File: src/cit_pkg.sv
// Shared constants, register indexes and the search token type of the interpolator.
package cit_pkg;

    // Table geometry
    localparam int MAX_POINTS = 8;
    localparam int CHANNELS   = 2;

    // Field widths
    localparam int FLOW_W    = 32;
    localparam int FAC_W     = 16;
    localparam int CFG_W     = 4;
    localparam int CFG_IDX_W = 1;
    localparam int CH_IN_W   = 2;
    localparam int IDX_IN_W  = 3;
    localparam int PROD_W    = FLOW_W + FAC_W;

    // Derived widths
    localparam int CNT_W     = $clog2(MAX_POINTS + 1);
    localparam int CH_W      = (CHANNELS > 1) ? $clog2(CHANNELS) : 1;
    localparam int DIV_CNT_W = $clog2(FAC_W + 1);

    // Codes
    localparam logic OP_QUERY = 1'b0;
    localparam logic OP_WRITE = 1'b1;

    localparam logic [CFG_IDX_W-1:0] REG_CH0_COUNT = 1'd0;
    localparam logic [CFG_IDX_W-1:0] REG_CH1_COUNT = 1'd1;

    localparam logic [CFG_W-1:0] COUNT_RST    = 4'd2;
    localparam logic [FAC_W-1:0] UNITY_FACTOR = 16'd16384;

    // Request token handed from cell to cell along the table
    typedef struct packed {
        logic                     valid;
        logic                     is_write;
        logic [CH_W-1:0]          ch;
        logic [CNT_W-1:0]         pos;
        logic [CNT_W-1:0]         n;
        logic [CNT_W-1:0]         wr_idx;
        logic signed [FLOW_W-1:0] flow;
        logic [FAC_W-1:0]         wr_fac;
        logic signed [FLOW_W-1:0] prev_flow;
        logic [FAC_W-1:0]         prev_fac;
        logic                     lo_clamp;
        logic [FAC_W-1:0]         first_fac;
        logic                     hi_clamp;
        logic [FAC_W-1:0]         last_fac;
        logic                     found;
        logic signed [FLOW_W-1:0] f1;
        logic [FAC_W-1:0]         k1;
        logic signed [FLOW_W-1:0] f2;
        logic [FAC_W-1:0]         k2;
    } t_token;

endpackage

File: src/cit_cell.sv
// One table cell: holds one breakpoint per channel and advances the request token.
module cit_cell (
    input  logic            i_clk,
    input  logic            i_rst_n,
    input  cit_pkg::t_token i_tok,
    output cit_pkg::t_token o_tok
);
    import cit_pkg::*;

    logic signed [FLOW_W-1:0] r_flow [CHANNELS];
    logic [FAC_W-1:0]         r_fac  [CHANNELS];
    t_token                   r_tok;
    t_token                   n_tok;
    logic signed [FLOW_W-1:0] p_flow;
    logic [FAC_W-1:0]         p_fac;

    // Look at this cell's point and update the token
    always_comb begin
        p_flow = r_flow[i_tok.ch];
        p_fac  = r_fac[i_tok.ch];
        n_tok  = i_tok;
        n_tok.pos = CNT_W'(i_tok.pos + 1'b1);
        if (i_tok.valid && !i_tok.is_write) begin
            if (i_tok.pos == '0) begin
                n_tok.lo_clamp  = (i_tok.flow <= p_flow);
                n_tok.first_fac = p_fac;
            end
            if (i_tok.pos == CNT_W'(i_tok.n - 1'b1)) begin
                n_tok.hi_clamp = (i_tok.flow >= p_flow);
                n_tok.last_fac = p_fac;
            end
            // Keep the first segment that brackets the flow
            if ((i_tok.pos != '0) && (i_tok.pos < i_tok.n) && !i_tok.found &&
                (i_tok.prev_flow <= i_tok.flow) && (i_tok.flow <= p_flow)) begin
                n_tok.found = 1'b1;
                n_tok.f1    = i_tok.prev_flow;
                n_tok.k1    = i_tok.prev_fac;
                n_tok.f2    = p_flow;
                n_tok.k2    = p_fac;
            end
            n_tok.prev_flow = p_flow;
            n_tok.prev_fac  = p_fac;
        end
    end

    // Store a point when a write request reaches its index
    always_ff @(posedge i_clk) begin
        if (i_tok.valid && i_tok.is_write && (i_tok.pos == i_tok.wr_idx)) begin
            r_flow[i_tok.ch] <= i_tok.flow;
            r_fac[i_tok.ch]  <= i_tok.wr_fac;
        end
    end

    // Hand the token to the next cell
    always_ff @(posedge i_clk) begin
        if (!i_rst_n) begin
            r_tok.valid <= 1'b0;
        end else begin
            r_tok <= n_tok;
        end
    end

    assign o_tok = r_tok;

endmodule

File: config.mk
export PLATFORM = sky130hd
export DESIGN_NAME = cit_cell
export DESIGN_NICKNAME = d
export VERILOG_FILES = /design/src/cit_pkg.sv /design/src/cit_cell.sv
export SDC_FILE = /design/constraint.sdc
export NUM_CORES = 1
export LEC_CHECK = 0
export CAP_MARGIN = 25
export CORE_AREA = 2 2 186 188
export CTS_CLUSTER_DIAMETER = 200
export DETAILED_ROUTE_END_ITERATION = 7
export DIE_AREA = 0 0 188 190
export DONT_BUFFER_PORTS = 1
export HOLD_SLACK_MARGIN = 0.02
export PLACE_DENSITY = 0.69
export SLEW_MARGIN = 20
export SYNTH_ARGS = -nofsm -noshare
export SYNTH_HDL_FRONTEND = slang
export SYNTH_SLANG_ARGS = --single-unit
File: constraint.sdc
create_clock -name i_clk -period 4.3 [get_ports i_clk]
set_input_delay 0.215 -clock i_clk [delete_from_list [all_inputs] [get_ports i_clk]]
set_output_delay 0.215 -clock i_clk [all_outputs]
set_load 0.03 [all_outputs]
==> Word level (Yosys, flattened, before mapping) <==
Memory sizes are Yosys's and may differ from the RTL's.
Index checks and enable logic that the tools add are counted.
{ "totals": {"out_inout_bits": 242, "ramBits": 96, "register_bits": 242, "mem_count": 2, "input_bits": 244, "word_cells": 46} }
{ "op_classes": {"reduce_logical": 11, "order_cmp": 4, "eq_ne": 2, "n_mux": 6, "addsub": 2} }
{ "mem_list": {"columns": ["memory", "depth", "word_bits", "rd", "rd_clocked_by_memory_dff", "wr", "line", "source"], "rows": [
  ["r_flow", 2, 32, 1, 0, 1, "cit_cell.sv:10", "logic signed [FLOW_W-1:0] r_flow [CHANNELS];"],
  ["r_fac", 2, 16, 1, 0, 1, "cit_cell.sv:11", "logic [FAC_W-1:0] r_fac [CHANNELS];"]
]} }
{ "op_table": {"columns": ["op", "n"], "rows": [
  ["$mux 179", 1],
  ["$mux 97", 1],
  ["$le 32x32->1", 2],
  ["$mux 17", 2],
  ["$ge 32x32->1", 1],
  ["$eq 4x4->1", 2],
  ["$logic_and 1x1->1", 7],
  ["$add 4x1->4 const B", 1],
  ["$logic_not 4->1", 1],
  ["$lt 4x4->1", 1],
  ["$reduce_bool 4->1", 1],
  ["$sub 4x1->4 const B", 1],
  ["$logic_not 1->1", 2],
  ["$mux 1", 2]
]} }

==> Logic depth before layout (Yosys ltp) <==
{ "logic_depth": {"depth_word": 7, "ltp_mapped": 14} }

==> Least setup slack after synthesis <==
OpenSTA, ideal clock, no wires.
{ "synth_timing": {"kind": "input-to-reg", "start": "input port i_tok[239] (netlist name)", "end": "memory r_fac[1][0] (enable)", "arrival_time_ps": 3402, "cell_stages": 5, "setup_slack_ps": 444, "n_path_buf": 3, "path_cell_list": "clkbuf_1 > clkbuf_1 > clkbuf_1 > inv_1 > nor2_1"} }
{ "synth_lines": {"columns": ["element", "line", "source"], "rows": [
  ["start: declaration", "cit_cell.sv:5", "input cit_pkg::t_token i_tok,"],
  ["end: declaration", "cit_cell.sv:11", null]
]} }
Straight into the memory's write port.

==> key figures <==
Drt
  • Via count: 9253
  • Final ANT Viol Nets: 0
  • Via-per-instance ratio: 5.433
  • Pre-Repair DR Iteration Count: 5
  • Routed wire length per instance: 24.25 um
  • DRT iter0 DRCs: 479
  • Total wire length: 41300 um
  • DRC Markers: 0

Global routing
  • First-pass GRT wire length: 59660 um
  • Global route overflow: 0
  • GRT Resource Usage Total: 22.27%
  • Vias in the first global route: 9387
  • Largest net degree at the start of global routing: 243
  • Initial antenna violation count: 1

Cells and area
  • Final #Nets: 1539
  • Fraction of layout cells with a size suffix above 1: 8.982%
  • Core Util, Final: 54.99%
  • Final Cell Area: 18670 um2
  • Non-Filler Instances: 1703
  • Syn-to-layout area delta: 28.16%

Die
  • DIE WIDTH: 188 um
  • Row Count: 68
  • Die area: 35720 um2
  • Initial core utilization: 42.91%
  • Core Footprint: 33950 um2
  • I/O Pins: 486
  • DIE HEIGHT: 190 um

Critical path
  • Type of origin of the critical path: register
  • Critical Path AT: 4.23 ns
  • Crit-path max FO: 75
  • Crit Path Class: reg -> reg
  • Req. time, crit path: 4.55 ns
  • Critical Path Sink Type: register

Clocking
  • CTS tree: yes
  • Number of H-tree levels: 2
  • Clk Latency, worst-skew pair: 0.51 ns
  • Total CTS buffers: 36
  • Post-CTS Setup Inserts: 0
  • Cts hold-fix bufs: 239
  • CTS Buffer Depth: 3
  • Root buffer cell: clkbuf_16
  • Clock slew at reported path FFs: 0.06 ns
  • Clk sinks: 338
  • CTS resizes: 0

Power and ir drop
  • Static leakage: 7.023 nW
  • Peak VDD IR: 0.2923 mV
  • Power per cell area: 426.5 nW/um2
  • Total chip power: 7.961 mW

STA
  • Final setup vio count: 0
  • Final Max Tran Viols: 0
  • RSZ-0062 raised after global routing: false
  • WHS: -0.1617 ns
  • Setup TNS: 0 ns
  • Worst slew margin: 48.33%
  • Least-Margin Pin Slew: 0.7751 ns
  • Hold Vio Cnt, Final: 77
  • Clock skew: 0.01299 ns
  • Setup slack after layout: 0.3143 ns
  • Crit path time final: 3.986 ns
  • Fin crit share: 92.69%
  • Max Clock Freq: 0.2509 GHz

Hold path
  • HP Class: in -> reg

Yosys
  • Area share of the largest cell type after synthesis: 69.47%
  • Distinct cells, synth: 44
  • Async SR Flop Fraction: 0%
  • Mapped Cells: 972
  • Post-synth EDFFs: 337
  • Synthesized flop and latch total: 338
  • Mean Syn Cell Area: 14.99 um2
  • Syn nets: 1287
  • Synth area leaders: edfxtp_1 69%, mux2i_1 6.5%, ha_1 6.1%
  • Post-synthesis cell area: 14570 um2
  • Area leader, netlist: edfxtp_1
  • Register area share after synthesis: 69.61%
  • Syn. warnings: 0
  • Synth Flop Type: edfxtp_1

Flow run
  • MaxCap Viol Count: 0

Placement
  • Dpl cell area: 15070 um2
  • Cells after DPL: 1402
  • Pre-CTS WS: 0.3095 ns
  • Number of buffers added on ports: 0
  • Dpl hpwl: 25700 um
  • GP Congestion: 0.8649

Status
  • Violated checks: negative hold slack
  • Status: finished, violations left
path summary, 6_finish.rpt:
path                      start         end  slack [ns]  depth (start not counted)
hold / removal          i_rst_n  o_tok[205]       -0.16                          0
hold reg to reg    r_fac[0][14]  o_tok[111]        0.68                          2
setup / recovery  r_flow[1][31]   o_tok[87]        0.31                         10
setup reg to reg  r_flow[1][31]   o_tok[87]        0.31                         10
worst max-delay path, cell delays in order (launching register included):
cell,delay [ns]
edfxtp_1,0.35
mux2i_1,0.40
ha_1,0.40
nand4_1,0.19
nor3_1,0.08
a221oi_1,0.54
o2111ai_1,0.33
o21ba_2,0.31
a21oi_4,0.15
buf_12,0.34
mux2_2,0.41
layout make-up:
type / count / area (um2)
Antenna cell: 1 / 2.502
Clock buffer: 43 / 958.4
Clock inverter: 18 / 240.2
Fill cell: 2592 / 15280
Inverter: 89 / 334.1
Multi-Input combinational cell: 510 / 3944
Sequential cell: 338 / 10140
Tap cell: 455 / 569.3
Timing Repair Buffer: 249 / 2480
cells by family after synthesis:
family,synth area share (%)
AND/OR/NAND/NOR,4.510
adder cells (fa/ha/maj),6.099
buffers and inverters,3.556
AO/OA/AOI/OAI,5.300
flip-flops,69.61
XOR/XNOR,0.6012
multiplexers,10.32
Yosys cell counts, types with 4 or more instances:
library cell and n:
nand3_1 8, nand4_1 14, edfxtp_1 337, o21ai_0 73, buf_6 4, a21oi_1 42
xnor2_1 6, nor2_1 23, mux2i_1 94, buf_4 6, inv_1 89, nand2_1 80
mux2_2 45, clkbuf_1 22, ha_1 71, nor3_1 5, xor2_1 4, mux2_1 5
power breakdown:
group | switching (mW) | total, mW | internal, mW
logic | 0.261 | 0.551 | 0.290
clock network | 1.24 | 3.19 | 1.94
registers | 0.385 | 4.22 | 3.84
routing by layer:
metal	part of all wire, %	up-vias	wire length (um)	global-route usage, %
met4	3.4	0	1387	8.298
met3	7.9	86	3266	5.866
li1	-	4126	-	-
met1	38	4559	15810	26.76
met5	0	-	0	0
met2	50	482	20830	38.55
cells in the final DEF (no fill, tap or decap), types with 6 or more instances in the layout:
master and n:
bufinv_16 6, dlygate4sd3_1 239, a21oi_1 42, clkbuf_16 37, xnor2_1 6, inv_1 89, nor2_1 21, edfxtp_1 337
mux2_2 45, nand2_1 80, clkinv_1 6, o21ai_0 73, mux2i_1 94, buf_4 9, nand4_1 14, nand3_1 8
ha_1 71
flip-flops by register name (all words and copies together) (netlist names):
| name | cells |
|---|---|
| r_flow | 64 |
| r_fac | 32 |
| o_tok | 242 |
No activity file was read; power rests on OpenSTA's default activity.
