$ cat src/cit_pkg.sv
// Shared constants, register indexes and the search token type of the interpolator.
package cit_pkg;

    // Table geometry
    localparam int MAX_POINTS = 8;
    localparam int CHANNELS   = 2;

    // Field widths
    localparam int FLOW_W    = 32;
    localparam int FAC_W     = 16;
    localparam int CFG_W     = 4;
    localparam int CFG_IDX_W = 1;
    localparam int CH_IN_W   = 2;
    localparam int IDX_IN_W  = 3;
    localparam int PROD_W    = FLOW_W + FAC_W;

    // Derived widths
    localparam int CNT_W     = $clog2(MAX_POINTS + 1);
    localparam int CH_W      = (CHANNELS > 1) ? $clog2(CHANNELS) : 1;
    localparam int DIV_CNT_W = $clog2(FAC_W + 1);

    // Codes
    localparam logic OP_QUERY = 1'b0;
    localparam logic OP_WRITE = 1'b1;

    localparam logic [CFG_IDX_W-1:0] REG_CH0_COUNT = 1'd0;
    localparam logic [CFG_IDX_W-1:0] REG_CH1_COUNT = 1'd1;

    localparam logic [CFG_W-1:0] COUNT_RST    = 4'd2;
    localparam logic [FAC_W-1:0] UNITY_FACTOR = 16'd16384;

    // Request token handed from cell to cell along the table
    typedef struct packed {
        logic                     valid;
        logic                     is_write;
        logic [CH_W-1:0]          ch;
        logic [CNT_W-1:0]         pos;
        logic [CNT_W-1:0]         n;
        logic [CNT_W-1:0]         wr_idx;
        logic signed [FLOW_W-1:0] flow;
        logic [FAC_W-1:0]         wr_fac;
        logic signed [FLOW_W-1:0] prev_flow;
        logic [FAC_W-1:0]         prev_fac;
        logic                     lo_clamp;
        logic [FAC_W-1:0]         first_fac;
        logic                     hi_clamp;
        logic [FAC_W-1:0]         last_fac;
        logic                     found;
        logic signed [FLOW_W-1:0] f1;
        logic [FAC_W-1:0]         k1;
        logic signed [FLOW_W-1:0] f2;
        logic [FAC_W-1:0]         k2;
    } t_token;

endpackage

$ cat src/cit_div.sv
// Segment slope unit: one multiply, then a restoring divide one quotient bit per cycle.
module cit_div (
    input  logic                       i_clk,
    input  logic                       i_rst_n,
    input  logic                       i_start,
    input  logic [cit_pkg::FLOW_W-1:0] i_dx,
    input  logic [cit_pkg::FAC_W-1:0]  i_dk,
    input  logic [cit_pkg::FLOW_W-1:0] i_den,
    output logic                       o_done,
    output logic [cit_pkg::FAC_W-1:0]  o_quot
);
    import cit_pkg::*;

    logic [PROD_W-1:0]    r_prod;
    logic [FLOW_W-1:0]    r_rem;
    logic [FAC_W-1:0]     r_quo;
    logic [DIV_CNT_W-1:0] r_cnt;
    logic                 r_load;
    logic                 r_run;
    logic                 r_done;
    logic [FLOW_W:0]      trial;
    logic                 qbit;
    logic [FLOW_W-1:0]    n_rem;
    logic [FAC_W-1:0]     n_quo;

    // One restoring step: bring down a bit, subtract the divisor if it fits
    always_comb begin
        trial = {r_rem, r_quo[FAC_W-1]};
        qbit  = (trial >= {1'b0, i_den});
        if (qbit) begin
            n_rem = FLOW_W'(trial - {1'b0, i_den});
        end else begin
            n_rem = trial[FLOW_W-1:0];
        end
        n_quo = {r_quo[FAC_W-2:0], qbit};
    end

    // Product is below den * 2^FAC_W, so its high half starts below den
    always_ff @(posedge i_clk) begin
        if (!i_rst_n) begin
            r_load <= 1'b0;
            r_run  <= 1'b0;
            r_done <= 1'b0;
        end else begin
            r_done <= 1'b0;
            r_load <= i_start;
            if (r_load) begin
                r_run <= 1'b1;
            end else if (r_run && (r_cnt == DIV_CNT_W'(1))) begin
                r_run  <= 1'b0;
                r_done <= 1'b1;
            end
        end
    end

    always_ff @(posedge i_clk) begin
        if (i_start) begin
            r_prod <= PROD_W'(i_dx) * PROD_W'(i_dk);
        end
        if (r_load) begin
            r_rem <= r_prod[PROD_W-1:FAC_W];
            r_quo <= r_prod[FAC_W-1:0];
            r_cnt <= DIV_CNT_W'(FAC_W);
        end else if (r_run) begin
            r_rem <= n_rem;
            r_quo <= n_quo;
            r_cnt <= DIV_CNT_W'(r_cnt - 1'b1);
        end
    end

    assign o_done = r_done;
    assign o_quot = r_quo;

endmodule

$ cat config.mk
export PLATFORM = sky130hd
export DESIGN_NAME = cit_div
export DESIGN_NICKNAME = d
export VERILOG_FILES = /design/src/cit_pkg.sv /design/src/cit_div.sv
export SDC_FILE = /design/constraint.sdc
export NUM_CORES = 1
export LEC_CHECK = 0
export BUFFER_PORTS_ARGS = -buffer_cell sky130_fd_sc_hd__clkbuf_2
export CAP_MARGIN = 30
export CORE_MARGIN = 4
export CORE_UTILIZATION = 65
export CTS_BUF_LIST = sky130_fd_sc_hd__clkbuf_8
export DETAILED_ROUTE_END_ITERATION = 6
export PLACE_DENSITY = 0.9
export SYNTH_ARGS = -nofsm -noshare
export SYNTH_HDL_FRONTEND = slang
export SYNTH_SLANG_ARGS = --single-unit
$ cat constraint.sdc
create_clock -name i_clk -period 16.15 [get_ports i_clk]
set_clock_uncertainty 0.15 [all_clocks]
set_input_delay 0.8075 -clock i_clk [delete_from_list [all_inputs] [get_ports i_clk]]
set_output_delay 0.8075 -clock i_clk [all_outputs]
set_load 0.005 [all_outputs]
After elaboration in Yosys (flattened, before gate mapping)
Cells that the tools add are included.

storage, ports and cells
  logic and storage cells = 25
  output and inout port bits = 17
  bits in registers = 104

cells by class
  bitwise gates (word level) = 1
  equality and inequality tests = 1
  $mul = 1
  add/subtract/negate cells = 2
  muxes and demuxes = 8
  $lt $le $gt $ge = 1
  reductions and logical operators = 4

operator list
  operator                                           number
  2-to-1 mux 32 bit                                  3
  multiplier 32 x 16 -> 48 bit                       1
  greater-or-equal comparator 33 x 32 -> 1 bit       1
  2-to-1 mux 16 bit                                  2
  subtractor 32 bit                                  1
  == test 5 x 1 -> 1 bit (second input constant)     1
  subtractor 5 x 1 -> 5 bit (second input constant)  1
  nonzero test 2 bit                                 2
  2-to-1 mux 1 bit                                   3
  OR reduction 2 bit                                 1
  logical AND 1 bit                                  1
  inverter 1 bit                                     1

Depth between registers and ports, before layout
  word-level depth = 4
  mapped depth = 25
  gate-level depth less buffers = 23

Least setup slack after synthesis
No wires, ideal clock.

  path kind = input -> register
  start = input i_dk[1] in the netlist's numbering
  end = register r_prod[39] (data pin)
  stages on the path = 21
  library setup time = 263 ps
  arrival = 6,301 ps
  setup slack = 9,436 ps
  cells stage by stage = clkbuf_1 -> nand2_1 -> fa_1 -> fa_1 -> fa_1 -> fa_1 -> inv_1 -> fa_1 -> inv_1 -> fa_1 -> inv_1 -> ha_1 -> nand2_1 -> a211oi_1 -> a21oi_1 -> o31ai_1 -> a21oi_1 -> o221ai_1 -> a221o_1 -> a31oi_1 -> xnor2_1

between the ends
  cells in the longest elaborated chain, start to end = 1

ends and longest elaborated chain
  element                       line           source
  from (decl)                   cit_div.sv:7   input logic [cit_pkg::FAC_W-1:0] i_dk,
  multiplier 32 x 16 -> 48 bit  cit_div.sv:58  r_prod <= PROD_W'(i_dx) * PROD_W'(i_dk);
  to (signal assigned)          cit_div.sv:58
  to (decl)                     cit_div.sv:14  logic [PROD_W-1:0] r_prod;

Every way passes these cells.
A chain may end at the register's enable or synchronous reset.

Worst setup path after layout
  start = input i_dk[7] in the netlist's numbering
  end = register r_prod[47] (data pin)

Same word-level chain as after synthesis.

==> flow_summary.yaml <==
die:
  fp.dieH_um: 192
  core_area_mm2: 0.0335
  dieWidth_um: 192
  die-area_mm2: 0.0369
  placement_rows: 67
  initial_core_util: 0.657
  ios: 100
setup_path:
  startpoint: "i_dk[7]"
  worstSetupPathType: "input pin to flop"
  reg2reg_to: "r_rem[20]"
  arrival_ps: 7420
  crit-reg2reg-launch: "r_rem[18]"
  cp_max_fo: 32
  regToRegSetupSlack_ps: 12020
  startpoint_type: "input pin"
  slowest_delay_ps: 630
  worst_setup_path_end_kind: "flop"
  cp_slowest_cell: "clkbuf_2"
  worstRegToRegCells: 11
  worstPathCellList: "clkbuf_2, nand2_1, fa_1, inv_1, fa_1, fa_1, fa_1, fa_1, inv_1, fa_1, inv_1, ha_1, a21oi_1, nand2_1, a221oi_1, nand3_1, o21ai_0, o211ai_1, a31o_2, a21oi_1, xnor2_1"
  critPathMostFrequentCell: "fa_1"
  required_ps: 16110
synth:
  synth_nets: 3040
  synthCells: 2384
  synth_top_family_by_area: "adder cells"
  ys_seq_elements: 104
  yosys_warnings: 0
  syn-mean-instance-area_um2: 9.25
  synth.area.top_cells: "fa_1 (38%), edfxtp_1 (13%), ha_1 (8.7%)"
  synth_top_area_frac: 0.380
  syn_area_mm2: 0.0220
  synthMuxAreaShare: 0.0201
  synth-edff-count: 96
  synth_cell_type_count: 75
  synth_fa_ha_area_frac: 0.468
  yosys.area_share.simple: 0.164
  synth-main-ff-cell: "edfxtp_1"
  yosysTopAreaCell: "fa_1"
  synthArstFlopShare: 0
  synth_common_cells: "inv_1 (470), fa_1 (419), nand2_1 (354)"
  synth_compound_area_frac: 0.0800
  synth_xor_area_frac: 0.0290
  ys_seq_area_frac: 0.138
  synth_most_common_cell: "inv_1"
routing:
  dr.pass1.iters: 6
  drt_iter0_drc: 1121
  viasPerCell: 5.81
  ant_nets: 0
  wl_per_cell_um: 18.7
  num_vias: 16500
  wirelength_mm: 53.1
  drc: 0
placed_design:
  port_buffers: 99
  hpwl_mm: 41.7
  gp_congestion: 0.952
timing:
  whs_ps: 371
  finalMaxSlewViolations: 0
  fmax_mhz: 134
  finalSetupTns_ps: 0
  rsz0062_at_grt: "false"
  relSlewSlack: 0.433
  timing.final.crit_share: 0.462
  layout_min_cycle_time_ps: 7460
  hold_viol: 0
  worst_pin_slew_ps: 851
  finalSetupViolations: 0
clock_tree:
  htreeDepth: 3
  clk_latency_ps: 370
  cts-root-buf: "clkbuf_8"
  cts_resized: 0
  cts_setup_buffers: 0
  clockBufferDepth: 2
  cts_sinks: 104
  cts_tree: "built"
  ctsHoldBuffers: 0
  cts_made_buffers: 9
  path_clk_slew_ps: 90
grt:
  antenna_found_initial: 0
  grt_overflow: 0
  grt_pass1_vias: 17900
  grt_max_degree: 90
  grt_pass1_wl_mm: 87.6
  track_usage: 0.295
hold_path:
  hold_end: "r_cnt[1]"
  worst_hold_path.num_cells: 2
  holdCritPathClass: "flop to flop"
  hold_start: "r_cnt[1]"
flow_run:
  cap_violations: 0
finish:
  drive_gt1_frac: 0.0648
  area_delta_synth_final_pct: 3.95
  nets: 3043
  fin_util: 0.683
  diodes: 0
status:
  outcome: "complete, no violations"
-- registers in the layout, summed over array words and instances (netlist names) --
register and count:
r_prod 48, r_rem 32, o_quot 16, r_cnt 5, o_done 1, r_load 1
r_run 1
-- worst max-delay path, delay by kind of cell --
family | cells | cell delay (ps)
simple gates | 3 | 450
buf+inv | 4 | 790
fa+ha+maj | 7 | 3430
compound gates | 6 | 1840
xor+xnor | 1 | 80
-- final cells by class --
cell class                      count  area [um2]
Tap cell                          448         561
Fill cell                        2487       10600
Timing Repair Buffer              104         558
Multi-Input combinational cell   1698       16800
Inverter                          470        1760
Clock buffer                        9         124
Clock inverter                      7        80.1
Sequential cell                   104        3040
-- logic make-up (layout without fill, tap and decap cells) --
group                    count (synthesis)  after routing
adder cells (fa/ha/maj)                573            573
multiplexers                            42             42
flip-flops                             104            104
XOR/XNOR                                73             73
AND/OR/NAND/NOR                        736            736
buffers and inverters                  582            590
AO/OA/AOI/OAI                          274            274
-- cells in the final DEF (no fill, tap or decap), drive strengths merged, types with 3 or more instances in the layout --
cell / Yosys / routed
a211o: 3 / 3
a211oi: 15 / 15
a21o: 38 / 38
a21oi: 82 / 82
a221o: 3 / 3
a31o: 3 / 3
a31oi: 12 / 12
a41oi: 3 / 3
and2: 236 / 236
and3: 7 / 7
and4: 5 / 5
buf: 9 / 5
clkbuf: 103 / 108
dfxtp: 8 / 8
edfxtp: 96 / 96
fa: 419 / 419
ha: 154 / 154
inv: 470 / 474
mux2: 19 / 19
mux2i: 23 / 23
nand2: 355 / 355
nand2b: 10 / 10
nand3: 26 / 26
nand3b: 4 / 4
nand4: 10 / 10
nor2: 42 / 42
nor2b: 6 / 6
nor3: 10 / 10
nor4: 5 / 5
nor4b: 3 / 3
o211ai: 10 / 10
o21a: 6 / 6
o21ai: 64 / 64
o21bai: 8 / 8
o31a: 3 / 3
o31ai: 8 / 8
or2: 3 / 3
or3: 6 / 6
xnor2: 43 / 43
xor2: 30 / 30
-- how the worst max path moves through the flow --
stage | end | slack, ps
floorplan | r_prod[39] | 9440
global placement | r_prod[39] | 8470
detailed placement | r_prod[39] | 8370
CTS | r_prod[39] | 8760
global route | r_prod[47] | 8350
finish | r_prod[47] | 8690
-- routing by layer --
layer	vias up	GRT usage	routed length [um]
li1	7395	-	-
met1	8062	0.410	21600
met2	886	0.472	24700
met3	148	0.0625	5330
met4	0	0.0922	1500
met5	-	0	0
-- metrics by stage --
stage               cell area [um2]  setup WS [ps]  cells
finish                        22900           8690   2840
global route                  22900           8350   2840
CTS                           22900           8760   2840
detailed placement            22700           8370   2824
global placement              22700           8470   2822
floorplan                     22000           9440   2384
Power is left out: the tool's default activity adds up to more than one toggle a clock period on the data nets, which glitch-free logic cannot reach.
